--- src/rtl/ssp_pkg.sv ---
`timescale 1ns / 1ps
// ----------------------------------------------------------------------------
// Step pulse generator package
// Shared widths, codes and the result record of the step pulse generator.
// ----------------------------------------------------------------------------
package ssp_pkg;

    localparam int HALF_PERIOD_W   = 15;
    localparam int TIMER_W         = 16;
    localparam int STEP_COUNT_W    = 32;
    localparam int POSITION_W      = 32;
    localparam int CFG_INDEX_W     = 1;
    localparam int CFG_DATA_W      = 15;
    localparam int OUT_TDATA_W     = 40;

    localparam logic [HALF_PERIOD_W-1:0] MIN_HALF_PERIOD   = 15'd16;
    localparam logic [HALF_PERIOD_W-1:0] MAX_HALF_PERIOD   = 15'd32767;
    localparam logic [HALF_PERIOD_W-1:0] HALF_PERIOD_RESET = 15'd1000;

    typedef enum logic {
        OP_TICK  = 1'b0,
        OP_START = 1'b1
    } t_op;

    typedef enum logic [CFG_INDEX_W-1:0] {
        CFG_HALF_PERIOD = 1'b0,
        CFG_DIRECTION   = 1'b1
    } t_cfg_idx;

    // Packed from the lowest bit up: step_out, position, ready_res, running
    typedef struct packed {
        logic                         running;
        logic                         ready_res;
        logic signed [POSITION_W-1:0] position;
        logic                         step_out;
    } t_result;

endpackage

--- src/rtl/ssp_core.sv ---
`timescale 1ns / 1ps
// ----------------------------------------------------------------------------
// Step pulse generator core
// Holds the period timer, step pin, step counter and position, and updates
// them for each accepted item in a single pass. Also owns the config registers.
// ----------------------------------------------------------------------------
module ssp_core (
    input  logic                                i_clk,
    input  logic                                i_rst_n,
    input  logic                                i_cfg_valid,
    input  logic [ssp_pkg::CFG_INDEX_W-1:0]     i_cfg_index,
    input  logic [ssp_pkg::CFG_DATA_W-1:0]      i_cfg_data,
    input  logic                                i_item_valid,
    input  ssp_pkg::t_op                        i_op,
    input  logic [ssp_pkg::STEP_COUNT_W-1:0]    i_step_count,
    output ssp_pkg::t_result                    o_result
);

    logic [ssp_pkg::HALF_PERIOD_W-1:0] r_half;
    logic                              r_dir;
    logic [ssp_pkg::TIMER_W-1:0]       r_timer, n_timer;
    logic                              r_run, n_run;
    logic                              r_level, n_level;
    logic [ssp_pkg::STEP_COUNT_W-1:0]  r_steps, n_steps;
    logic [ssp_pkg::POSITION_W-1:0]    r_coord, n_coord;
    logic                              r_done, n_done;

    logic [ssp_pkg::TIMER_W-1:0]       w_cycle;
    logic [ssp_pkg::TIMER_W:0]         w_next;
    logic [ssp_pkg::TIMER_W-1:0]       w_timer_inc;
    logic [ssp_pkg::HALF_PERIOD_W-1:0] w_half_clamped;

    // Clamp a half period write to its bounds
    always_comb begin
        if (i_cfg_data > ssp_pkg::MAX_HALF_PERIOD) begin
            w_half_clamped = ssp_pkg::MAX_HALF_PERIOD;
        end else if (i_cfg_data < ssp_pkg::MIN_HALF_PERIOD) begin
            w_half_clamped = ssp_pkg::MIN_HALF_PERIOD;
        end else begin
            w_half_clamped = i_cfg_data;
        end
    end

    always_ff @(posedge i_clk) begin
        if (!i_rst_n) begin
            r_half <= ssp_pkg::HALF_PERIOD_RESET;
            r_dir  <= 1'b0;
        end else if (i_cfg_valid) begin
            case (ssp_pkg::t_cfg_idx'(i_cfg_index))
                ssp_pkg::CFG_HALF_PERIOD: r_half <= w_half_clamped;
                ssp_pkg::CFG_DIRECTION:   r_dir  <= i_cfg_data[0];
                default: ;
            endcase
        end
    end

    // Timer wraps at twice the half period, also when already past it
    assign w_cycle     = {r_half, 1'b0};
    assign w_next      = {1'b0, r_timer} + {{ssp_pkg::TIMER_W{1'b0}}, 1'b1};
    assign w_timer_inc = (w_next >= {1'b0, w_cycle}) ? '0 : w_next[ssp_pkg::TIMER_W-1:0];

    always_comb begin
        n_timer = r_timer;
        n_run   = r_run;
        n_level = r_level;
        n_steps = r_steps;
        n_coord = r_coord;
        n_done  = r_done;
        if (i_item_valid) begin
            case (i_op)
                ssp_pkg::OP_START: begin
                    n_steps = i_step_count;
                    n_done  = 1'b0;
                    n_run   = 1'b1;
                end
                ssp_pkg::OP_TICK: begin
                    if (r_run) begin
                        n_timer = w_timer_inc;
                        if (w_timer_inc == {1'b0, r_half}) begin
                            if (r_level) begin
                                // drop a high pin, no step taken
                                n_level = 1'b0;
                            end else if (r_steps != '0) begin
                                n_level = 1'b1;
                                n_steps = r_steps
                                        - {{(ssp_pkg::STEP_COUNT_W-1){1'b0}}, 1'b1};
                                n_coord = r_dir
                                        ? (r_coord - {{(ssp_pkg::POSITION_W-1){1'b0}}, 1'b1})
                                        : (r_coord + {{(ssp_pkg::POSITION_W-1){1'b0}}, 1'b1});
                                if (r_steps == {{(ssp_pkg::STEP_COUNT_W-1){1'b0}}, 1'b1}) begin
                                    n_run  = 1'b0;
                                    n_done = 1'b1;
                                end
                            end else begin
                                n_run  = 1'b0;
                                n_done = 1'b1;
                            end
                        end
                    end
                end
                default: ;
            endcase
        end
    end

    always_ff @(posedge i_clk) begin
        if (!i_rst_n) begin
            r_timer <= '0;
            r_run   <= 1'b0;
            r_level <= 1'b0;
            r_steps <= '0;
            r_coord <= '0;
            r_done  <= 1'b0;
        end else begin
            r_timer <= n_timer;
            r_run   <= n_run;
            r_level <= n_level;
            r_steps <= n_steps;
            r_coord <= n_coord;
            r_done  <= n_done;
        end
    end

    assign o_result.step_out  = n_level;
    assign o_result.position  = n_coord;
    assign o_result.ready_res = n_done;
    assign o_result.running   = n_run;

    a_done_not_running: assert property (@(posedge i_clk) disable iff (!i_rst_n)
        r_done |-> !r_run)
        else $error("ready set while timer running");

    a_rise_moves: assert property (@(posedge i_clk) disable iff (!i_rst_n)
        ($past(i_rst_n) && $rose(r_level)) |-> (r_coord != $past(r_coord)))
        else $error("step pin rose without a position change");

    a_move_on_rise: assert property (@(posedge i_clk) disable iff (!i_rst_n)
        ($past(i_rst_n) && (r_coord != $past(r_coord))) |-> (r_level && !$past(r_level)))
        else $error("position changed without a rising step");

endmodule

--- src/rtl/ssp_out_skid.sv ---
`timescale 1ns / 1ps
// ----------------------------------------------------------------------------
// Step pulse generator output buffer
// Output register plus one skid entry, so a new item is taken while a
// finished result still waits downstream.
// ----------------------------------------------------------------------------
module ssp_out_skid (
    input  logic              i_clk,
    input  logic              i_rst_n,
    input  logic              i_push,
    input  ssp_pkg::t_result  i_data,
    output logic              o_space,
    output logic              o_valid,
    input  logic              i_ready,
    output ssp_pkg::t_result  o_data
);

    logic             r_main_valid;
    logic             r_skid_valid;
    ssp_pkg::t_result r_main;
    ssp_pkg::t_result r_skid;
    logic             w_pop;

    assign w_pop   = r_main_valid && i_ready;
    assign o_space = !r_skid_valid;
    assign o_valid = r_main_valid;
    assign o_data  = r_main;

    always_ff @(posedge i_clk) begin
        if (!i_rst_n) begin
            r_main_valid <= 1'b0;
            r_skid_valid <= 1'b0;
        end else if (w_pop) begin
            if (r_skid_valid) begin
                r_skid_valid <= 1'b0;
            end else begin
                r_main_valid <= i_push;
            end
        end else if (i_push) begin
            if (!r_main_valid) begin
                r_main_valid <= 1'b1;
            end else begin
                r_skid_valid <= 1'b1;
            end
        end
    end

    // Payload: advance skid into main on pop, otherwise fill the free slot
    always_ff @(posedge i_clk) begin
        if (w_pop) begin
            if (r_skid_valid) begin
                r_main <= r_skid;
            end else if (i_push) begin
                r_main <= i_data;
            end
        end else if (i_push) begin
            if (!r_main_valid) begin
                r_main <= i_data;
            end else begin
                r_skid <= i_data;
            end
        end
    end

    a_skid_behind_main: assert property (@(posedge i_clk) disable iff (!i_rst_n)
        r_skid_valid |-> r_main_valid)
        else $error("skid entry held with empty output register");

endmodule

--- src/rtl/stepper_step_pulse_generator_top.sv ---
`timescale 1ns / 1ps
// ----------------------------------------------------------------------------
// Step pulse generator, top level
// Step/dir pulse generator: period timer with compare, step counter and
// signed position, behind stream input and output channels.
//
// Channel   Dir  Handshake                     Payload
// s_axis    in   s_axis_tvalid/s_axis_tready   tuser: operation; tdata: step_count
// m_axis    out  m_axis_tvalid/m_axis_tready   tdata: step_out, position,
//                                              ready_res, running
// cfg       in   i_cfg_valid/o_cfg_ready       i_cfg_index, i_cfg_data
//
// One item per clock while s_axis_tready is high; its result is registered.
// State updates in a single pass from the state registers at acceptance.
// Reset is synchronous, active low; it clears all state and loads the
// default half period. A stalled output fills one skid entry, then
// s_axis_tready drops until the consumer takes a result.
// ----------------------------------------------------------------------------
module stepper_step_pulse_generator_top (
    input  logic                                i_clk,
    input  logic                                i_rst_n,
    input  logic                                s_axis_tvalid,
    output logic                                s_axis_tready,
    input  logic [ssp_pkg::STEP_COUNT_W-1:0]    s_axis_tdata,  // [31:0] step_count
    input  logic                                s_axis_tuser,  // [0] operation
    output logic                                m_axis_tvalid,
    input  logic                                m_axis_tready,
    // [0] step_out, [32:1] position, [33] ready_res, [34] running, [39:35] zero
    output logic [ssp_pkg::OUT_TDATA_W-1:0]     m_axis_tdata,
    input  logic                                i_cfg_valid,
    output logic                                o_cfg_ready,
    input  logic [ssp_pkg::CFG_INDEX_W-1:0]     i_cfg_index,
    input  logic [ssp_pkg::CFG_DATA_W-1:0]      i_cfg_data
);

    logic             w_accept;
    logic             w_space;
    ssp_pkg::t_result w_result;
    ssp_pkg::t_result w_out;

    assign s_axis_tready = w_space;
    assign w_accept      = s_axis_tvalid && w_space;
    assign o_cfg_ready   = 1'b1;

    ssp_core u_core (
        .i_clk        (i_clk),
        .i_rst_n      (i_rst_n),
        .i_cfg_valid  (i_cfg_valid),
        .i_cfg_index  (i_cfg_index),
        .i_cfg_data   (i_cfg_data),
        .i_item_valid (w_accept),
        .i_op         (ssp_pkg::t_op'(s_axis_tuser)),
        .i_step_count (s_axis_tdata),
        .o_result     (w_result)
    );

    ssp_out_skid u_out (
        .i_clk   (i_clk),
        .i_rst_n (i_rst_n),
        .i_push  (w_accept),
        .i_data  (w_result),
        .o_space (w_space),
        .o_valid (m_axis_tvalid),
        .i_ready (m_axis_tready),
        .o_data  (w_out)
    );

    assign m_axis_tdata = {{(ssp_pkg::OUT_TDATA_W - $bits(ssp_pkg::t_result)){1'b0}}, w_out};

endmodule
--- config.mk ---
export PLATFORM = sky130hd
export DESIGN_NAME = stepper_step_pulse_generator_top
export DESIGN_NICKNAME = d
export VERILOG_FILES = /design/src/rtl/ssp_pkg.sv /design/src/rtl/ssp_core.sv /design/src/rtl/ssp_out_skid.sv /design/src/rtl/stepper_step_pulse_generator_top.sv
export SDC_FILE = /design/constraint.sdc
export NUM_CORES = 1
export LEC_CHECK = 0
export ABC_CLOCK_PERIOD_IN_PS = 6100
export BUFFER_PORTS_ARGS = -buffer_cell sky130_fd_sc_hd__buf_4
export CELL_PAD_IN_SITES_DETAIL_PLACEMENT = 0
export CELL_PAD_IN_SITES_GLOBAL_PLACEMENT = 1
export CORE_MARGIN = 5
export CORE_UTILIZATION = 45
export CTS_CLUSTER_SIZE = 16
export DETAILED_ROUTE_END_ITERATION = 8
export PLACE_DENSITY = 0.87
export SETUP_SLACK_MARGIN = 0.05
export SYNTH_ARGS = -nofsm -noshare
export SYNTH_HDL_FRONTEND = slang
export SYNTH_SLANG_ARGS = --single-unit
export TNS_END_PERCENT = 5
--- constraint.sdc ---
create_clock -name i_clk -period 6.1 [get_ports i_clk]
set_input_delay 0.305 -clock i_clk [delete_from_list [all_inputs] [get_ports i_clk]]
set_output_delay 0.305 -clock i_clk [all_outputs]
set_load 0.02 [all_outputs]
==> results.md, run 1 <==
* Setup TNS at 0 ns
* Tightest Pin Transition at 1.06 ns
* Global Route Usage Sum at 19.5%
* Hold-fix buffers, CTS at 0
* Clk_skew at 0.0140 ns
* Area grow syn2layout at 14.1%
* Max Slew Vio Count at 0
* Sink Count at 171
* Initial Utilization at 45.8%
* Largest net degree at the start of global routing at 57
* Vias in the first global route at 8184
* Final instance area at 11400 sq um
* Synth Register Bits at 171
* Primary FF master, synth: dfxtp_1
* Max Fclk at 0.186 GHz
* Fin crit share at 88.3%
* Final Hold Fails at 0
* CTS tree: done
* EDFF count, synth at 70
* Most frequent cells in the layout: nor2_1, dfxtp_1, buf_4
* Worst Setup Start Kind: flop
* PwrDens at 228 nW/um^2
* Crit Path Max Fanout at 19
* Synth Area in Adders at 6.19%
* Setup-failing EPs final at 0
* Area share of xor/xnor cells in the synthesized design at 4.35%
* Post-synth ARST share at 0%
* CTS buffer count at 17
* Vias at 8409
* Postcts setup bufs at 0
* Pre-CTS setup slack at 0.813 ns
* Diode count at 0
* Max-capacitance violation count at 0
* DR DRC count at 0
* Ports at 97
* Die width at 159 um
* Root Buffer: clkbuf_16
* Filler cells at 2111
* Arrival time at the worst endpoint at 5.57 ns
* Port Buf Inserts at 90
* Syn avg cell area at 9.04 sq um
* Worst setup EP type: flop
* Initial DRC count at 567
* Mapped cell area at 10000 sq um
* Initial antenna violation count at 0
* WL/cell at 17.0 um
* Post-route ant nets at 0
* Status: finished, final reports clean
* Worst vdd ir at 0.000187 V
* Core ar. at 21900 sq um
* Slew HR at 29.2%
* Main combinational cell family by area after synthesis: simple AND/OR/NAND/NOR gates
* Crit path max-delay family: compound AO/OA/AOI/OAI gates
* Global-route wire length before repair at 41600 um
* Layout cells sized above 1 at 16.0%
* Worst skew pair latency at 0.44 ns
* Max incr delay on CP at 0.51 ns
* Cells after Synth at 1108
* Site Rows at 54
* Die area at 25300 sq um
* CTS H-tree depth at 4
* Synth warnings at 0
* Final Power at 0.00260 W
* Synth Area in Compound Gates at 16.6%
* Sequential-to-total area share from yosys stat at 41.2%
* Detailed-placement wirelength estimate at 17500 um
* GRT overflow at 0
* Crit Path Class: reg2reg
* Worst path buffer plus inverter count at 0
* Dpl cell area at 10900 sq um
* Commonest non-fill, non-tap cell in the layout: nor2_1
* Pre-antenna DRT Iters at 5
* Post-cts resize count at 0
* Synth cell types at 81
* CTS max path bufs at 2
* Worst-path cell with the longest stage delay: dfxtp_1
* Leak at 4.74 nW
* GP Congestion at 0.889
* Post-Synth Simple-Gate Area at 22.3%
* Die Height at 159 um
* Final min period at 5.39 ns
* Worst EP required at 6.28 ns
* Final net count at 1279
* Multiplexer area fraction after synthesis at 4.55%
* Worst-path clk slew at 0.07 ns
* Worst Hold Class: in2reg
* WL final at 25000 um
* RSZ-0062 raised after global routing: false
* Setup WS post-layout at 0.712 ns
* Routed vias/inst at 5.72
* Worst path cell trace: ha_1 > and4_1 > nand2_1 > xnor2_1 > ha_1 > a211oi_1 > o21bai_1 > o311ai_2 > nand3_2 > o311a_1 > a211oi_2 > nor3b_2 > nand3_2 > mux2_4 > mux2_2
-- kinds of logic after synthesis --
kind of cell | after synthesis
xor gates and xnor gates | 45
other | 2
and+or+nand+nor | 440
AOI/OAI and AO/OA | 253
DFF | 171
adders and majority gates | 49
buffers and inverters | 108
muxes | 40
-- through the flow --
stage / utilization [%] / instances / hold slack [ns]
final: 52.2 / 1469 / 0.0991
after global routing: 52.2 / 1469 / 0.0892
after CTS: 52.2 / 1469 / 0.0884
after detailed placement: 49.7 / 1437 / 0.468
after global placement: 49.7 / 1437 / 0.460
after floorplan: - / 1112 / 0.405
-- state kept, by name (all words and copies together) (netlist names) --
register / count
u_out.o_data: 35
u_core.r_done: 1
u_core.r_dir: 1
u_out.o_valid: 1
u_core.r_timer: 16
u_core.r_half: 15
u_out.r_skid_valid: 1
u_core.r_level: 1
u_core.r_run: 1
u_out.r_skid: 35
u_core.r_steps: 32
u_core.r_coord: 32
-- synth_stat cells, drive strengths merged (31+ instances only) --
cell type / n / area, sq um
nor2: 145 / 547
mux2: 35 / 405
xnor2: 32 / 280
edfxtp: 70 / 2100
a21oi: 77 / 385
and2: 31 / 194
inv: 52 / 195
o21ai: 48 / 240
nor3: 39 / 195
dfxtp: 101 / 2020
ha: 48 / 601
nand2: 87 / 327
clkbuf: 34 / 128
nand3: 31 / 165
-- layer usage --
| layer | wire length, um | part of all wire, % | GRT usage, % |
|---|---|---|---|
| met1 | 12200 | 49 | 27.6 |
| met2 | 11300 | 45 | 31.1 |
| met3 | 1280 | 5.1 | 3.60 |
| met4 | 261 | 1.0 | 4.54 |
| met5 | 0 | 0 | 0 |
-- report_power, final --
group | total (W) | internal, W | switching [W]
clock network | 0.00105 | 0.000576 | 0.000476
registers | 0.00126 | 0.00123 | 0.0000305
logic | 0.000295 | 0.000114 | 0.000181
total | 0.00260 | 0.00192 | 0.000688
-- area by class of cell --
cell class	instances	area, sq um	area share (%)
clock buffer	20	447	3.91
inverter	53	199	1.74
sequential	171	4120	36.1
multi-input combinational	833	5450	47.6
tap	280	350	3.06
clock inverter	12	118	1.03
timing repair buffer	100	751	6.56
-- worst paths after layout --
path	startpoint	end	slack (ns)	cells after the start
setup / recovery	u_core.r_timer[0]	u_out.o_data[23]	0.71	15
hold reg to reg	u_core.r_steps[11]	u_core.r_steps[11]	0.47	2
setup reg to reg	u_core.r_timer[0]	u_out.o_data[23]	0.71	15
hold / removal	i_cfg_data[3]	u_core.r_half[3]	0.1	2
Note: power is estimated with default switching activity, not from simulation.
==> inputs of run 2 (changes only) <==
Settings changed: ABC_AREA set to 1, ABC_CLOCK_PERIOD_IN_PS 6100 to 6200, PLACE_DENSITY 0.87 to 0.91.
Clock period 6.1 ns to 6.2 ns, I/O delays scaled along.
==> results.md, run 2 <==
* GR Layer Usage met2 at 30.4%
* Synth top cells by count: nand2_1, nor2_1, inv_1
* Final Power at 0.00274 W
* Primary FF master, synth: dfxtp_1
* Max Fclk at 0.207 GHz
* Post-synth ARST share at 0%
* GP Congestion at 0.902
* Worst setup EP type: flop
* Initial antenna violation count at 0
* GRT overflow at 0
* Worst-path cell with the longest stage delay: nor2_2
* WL final at 27400 um
* Synth Register Bits at 171
* Setup WS post-layout at 1.37 ns
* Initial DRC count at 902
* Worst skew pair latency at 0.44 ns
* Post-cts resize count at 0
* Final net count at 1687
* Crit path max-delay family: simple AND/OR/NAND/NOR gates
* Fin util at 52.1%
* Sequential-to-total area share from yosys stat at 38.3%
* Vias in the first global route at 9212
* CTS tree: done
* WL/cell at 14.3 um
* Setup-failing EPs final at 0
* Final Hold Fails at 0
* Global-route wire length before repair at 45200 um
* Mapped cell area at 10800 sq um
* Largest net degree at the start of global routing at 68
* Detailed-placement wirelength estimate at 19600 um
* Leak at 5.96 nW
* Layout cells sized above 1 at 9.96%
* Setup TNS at 0 ns
* GR peak layer: met1
* Max-capacitance violation count at 0
* Pre-CTS setup slack at 1.46 ns
* Vias at 9943
* Worst vdd ir at 0.000155 V
* Crit Path Max Fanout at 40
* CTS buffer count at 17
* Worst Hold Class: in2reg
* Max Slew Vio Count at 0
* Global-route met3 utilization at 3.37%
* Cells after Synth at 1523
* Clk_skew at 0.0100 ns
* Worst EP required at 6.57 ns
* Worst path buffer plus inverter count at 2
* DR DRC count at 0
* Die area at 27200 sq um
* Fin crit share at 78.0%
* Initial Utilization at 45.8%
* Area grow syn2layout at 13.8%
* Worst-path clk slew at 0.07 ns
* Sink Count at 171
* Grt met1 use at 31.2%
* Most common cell in the netlist: nand2_1
* Max incr delay on CP at 0.61 ns
* Site Rows at 56
* Arrival time at the worst endpoint at 5.21 ns
* Hold-fix buffers, CTS at 0
* Port Buf Inserts at 90
* Routed vias/inst at 5.19
* Top area cells in the synthesized netlist: edfxtp_1, dfxtp_1, nand2_1
* Leading area contributor after synthesis: edfxtp_1
* Most frequent cells in the layout: nand2_1, nor2_1, inv_1
* Final min period at 4.83 ns
* Pre-antenna DRT Iters at 5
* Post-route ant nets at 0
* Synth warnings at 0
* Ports at 97
* Tightest Pin Transition at 1.04 ns
* Die Height at 165 um
* CTS max path bufs at 2
* Worst Setup Start Kind: flop
* Status: finished, final reports clean
* Diode count at 0
* EDFF count, synth at 70
* PwrDens at 223 nW/um^2
* Crit Path Class: reg2reg
* Die width at 165 um
* Core ar. at 23500 sq um
* Share of the synthesized area in the top cell type at 19.5%
* Critical path's most frequent cell: nand2_1
* Slew HR at 30.7%
* RSZ-0062 raised after global routing: false
* Final hold slack at 0.108 ns
* CTS H-tree depth at 4
* Global Route Usage Sum at 20.4%
* Root Buffer: clkbuf_16
* Postcts setup bufs at 0
* Filler cells at 2329
* Synth cell types at 40
* Syn avg cell area at 7.08 sq um
* Commonest non-fill, non-tap cell in the layout: nand2_1
[run 2: worst min-delay path, delay by kind of cell]
kind	cells	cell delay, ns
compound gates	1	0.06
buf+inv	1	0.09
simple gates	1	0.05
[run 2: metal layers]
layer	up-vias	share of wire [%]	wire, um
met5	-	0	0
met4	0	0.83	227
met3	22	5.1	1400
met2	251	42	11600
met1	4524	52	14300
li1	5146	-	-
[run 2: power breakdown]
group	internal (W)	switching (W)
sequential	0.00122	0.0000326
combinational	0.000146	0.000260
clock	0.000603	0.000480
[run 2: cells by family after synthesis]
family,count (synthesis),share of synthesized area (%)
fa+ha+maj,49,5.76
flops,171,38.3
buf+inv,254,9.47
simple gates,759,30.3
other cells,2,0.0697
xor+xnor,46,3.74
compound gates,242,12.4
[run 2: final timing paths]
kind | from | to | slack (ns) | depth (start not counted)
worst min-delay path | i_cfg_data[6] | u_core.r_half[6] | 0.11 | 3
worst max-delay path | u_core.r_timer[0] | u_core.r_steps[28] | 1.37 | 30
worst min register to register | u_out.r_skid_valid | u_out.r_skid_valid | 0.48 | 2
worst max register to register | u_core.r_timer[0] | u_core.r_steps[28] | 1.37 | 30
[run 2: area by class of cell]
type,instances,area (sq um),share of cell area [%]
Inverter,190,713,5.81
Tap cell,319,399,3.25
Timing Repair Buffer,102,766,6.24
Clock buffer,18,429,3.50
Sequential cell,171,4120,33.6
Clock inverter,14,160,1.31
Multi-Input combinational cell,1102,5680,46.3
[run 2: through the flow]
step | area [sq um] | instances
finish | 12300 | 1916
global route | 12300 | 1916
detailed placement | 11700 | 1884
global placement | 11700 | 1884
CTS | 12300 | 1916
floorplan | 10800 | 1527
==> inputs of run 3 (changes only) <==
Settings changed: ABC_CLOCK_PERIOD_IN_PS 6200 to 5100, CORE_UTILIZATION 45 to 44, PLACE_DENSITY 0.91 to 0.89.
Clock period 6.2 ns to 5.1 ns, I/O delays scaled along.
==> results.md, run 3 (synthesis results as in run 2) <==
* RSZ-0062 raised after global routing: false
* Worst min-delay path startpoint: i_cfg_data[7]
* Hold EP: u_core.r_half[7]
* Die area at 27700 sq um
* Die width at 167 um
* Most frequent cells in the layout: nand2_1, nor2_1, inv_1
* Max incr delay on CP at 0.38 ns
* FF-to-FF setup slack at 0.64 ns
* WL/cell at 14.5 um
* Area grow syn2layout at 13.5%
* Max Fclk at 0.224 GHz
* Final Hold Fails at 0
* Largest net degree at the start of global routing at 64
* Status: finished, final reports clean
* Detailed-placement wirelength estimate at 19700 um
* Routed vias/inst at 5.16
* Setup TNS at 0 ns
* CTS tree: done
* Fin crit share at 87.5%
* Diode count at 0
* Final min period at 4.46 ns
* CTS H-tree depth at 4
* Fin util at 50.5%
* Die Height at 167 um
* Worst-path cell with the longest stage delay: dfxtp_1
* PwrDens at 266 nW/um^2
* Pre-antenna DRT Iters at 5
* Postcts setup bufs at 0
* Worst r2r src: u_core.r_timer[0]
* Critical path's most frequent cell: nand2_1
* Footprint of the multi-input gates at 5680 sq um
* Global Route Usage Sum at 20.0%
* Worst reg2reg path depth at 26
* Vias at 9919
* Layout cells sized above 1 at 10.0%
* Post-route ant nets at 0
* DR DRC count at 0
* Final hold slack at 0.0571 ns
* Initial Utilization at 44.5%
* Arrival time at the worst endpoint at 4.65 ns
* Crit path max-delay family: simple AND/OR/NAND/NOR gates
* Hold-fix buffers, CTS at 0
* Worst Setup Start Kind: flop
* Slew HR at 28.6%
* Worst setup EP type: flop
* Root Buffer: clkbuf_16
* FF+latch area at 4120 sq um
* Post-cts resize count at 0
* Worst EP required at 5.29 ns
* Site Rows at 57
* Crit Path Max Fanout at 33
* Clk_skew at 0.0102 ns
* Hold path depth at 3
* Max Slew Vio Count at 0
* Worst-path clk slew at 0.07 ns
* CTS max path bufs at 2
* CTS buffer count at 17
* Crit Path Class: reg2reg
* Tightest Pin Transition at 1.07 ns
* Vias in the first global route at 9214
* Leak at 5.95 nW
* Worst vdd ir at 0.000138 V
* RR Endpoint: u_out.o_data[25]
* GRT overflow at 0
* Ports at 97
* Core ar. at 24200 sq um
* Worst Hold Class: in2reg
* Setup-failing EPs final at 0
* Final net count at 1687
* Worst path buffer plus inverter count at 4
* Max-capacitance violation count at 0
* Global-route wire length before repair at 46700 um
* Initial DRC count at 749
* Worst skew pair latency at 0.43 ns
* Commonest non-fill, non-tap cell in the layout: nand2_1
* Filler cells at 2480
* WL final at 27900 um
* Sink Count at 171
* Port Buf Inserts at 90
* Initial antenna violation count at 0
* GP Congestion at 0.903
==> run 3: how the worst max path moves through the flow <==
stage	to	start	cells after the start
after floorplan	u_out.r_skid[0]	u_out.r_skid_valid	3
after global placement	u_out.o_data[28]	u_core.r_timer[0]	26
after detailed placement	u_out.o_data[28]	u_core.r_timer[0]	26
after CTS	u_out.o_data[28]	u_core.r_timer[0]	26
after global routing	u_out.o_data[3]	u_core.r_timer[0]	26
final	u_out.o_data[25]	u_core.r_timer[0]	26
==> run 3: metrics by stage <==
stage,setup slack (ns),area (sq um),power (W),instances
floorplan,1.54,10800,0.00188,1527
finish,0.636,12200,0.00326,1921
global route,0.167,12200,0.00341,1921
detailed placement,0.689,11700,0.00204,1889
global placement,0.742,11700,0.00204,1889
CTS,0.679,12200,0.00328,1921
==> run 3: tightest hold or removal path, cell delays in order <==
cell	delay, ns
buf_4	0.08
nand2_1	0.05
o211ai_1	0.06
==> run 3: layout make-up <==
type	instances	area share [%]
clock inverter	14	0.941
timing repair buffer	102	6.26
sequential	171	33.7
multi-input combinational	1102	46.4
clock buffer	18	3.59
inverter	190	5.83
tap	324	3.31
==> run 3: power breakdown <==
| part | switching [W] | internal, W |
|---|---|---|
| logic | 0.000318 | 0.000176 |
| registers | 0.0000407 | 0.00148 |
| clock network | 0.000599 | 0.000647 |
| total | 0.000957 | 0.00230 |
==> run 3: layer usage <==
| metal | vias to the layer above | global-route usage, % | wire, um |
|---|---|---|---|
| met2 | 230 | 29.8 | 11800 |
| li1 | 5160 | - | - |
| met1 | 4509 | 30.5 | 14500 |
| met3 | 20 | 3.01 | 1290 |
| met5 | - | 0 | 0 |
| met4 | 0 | 4.55 | 302 |
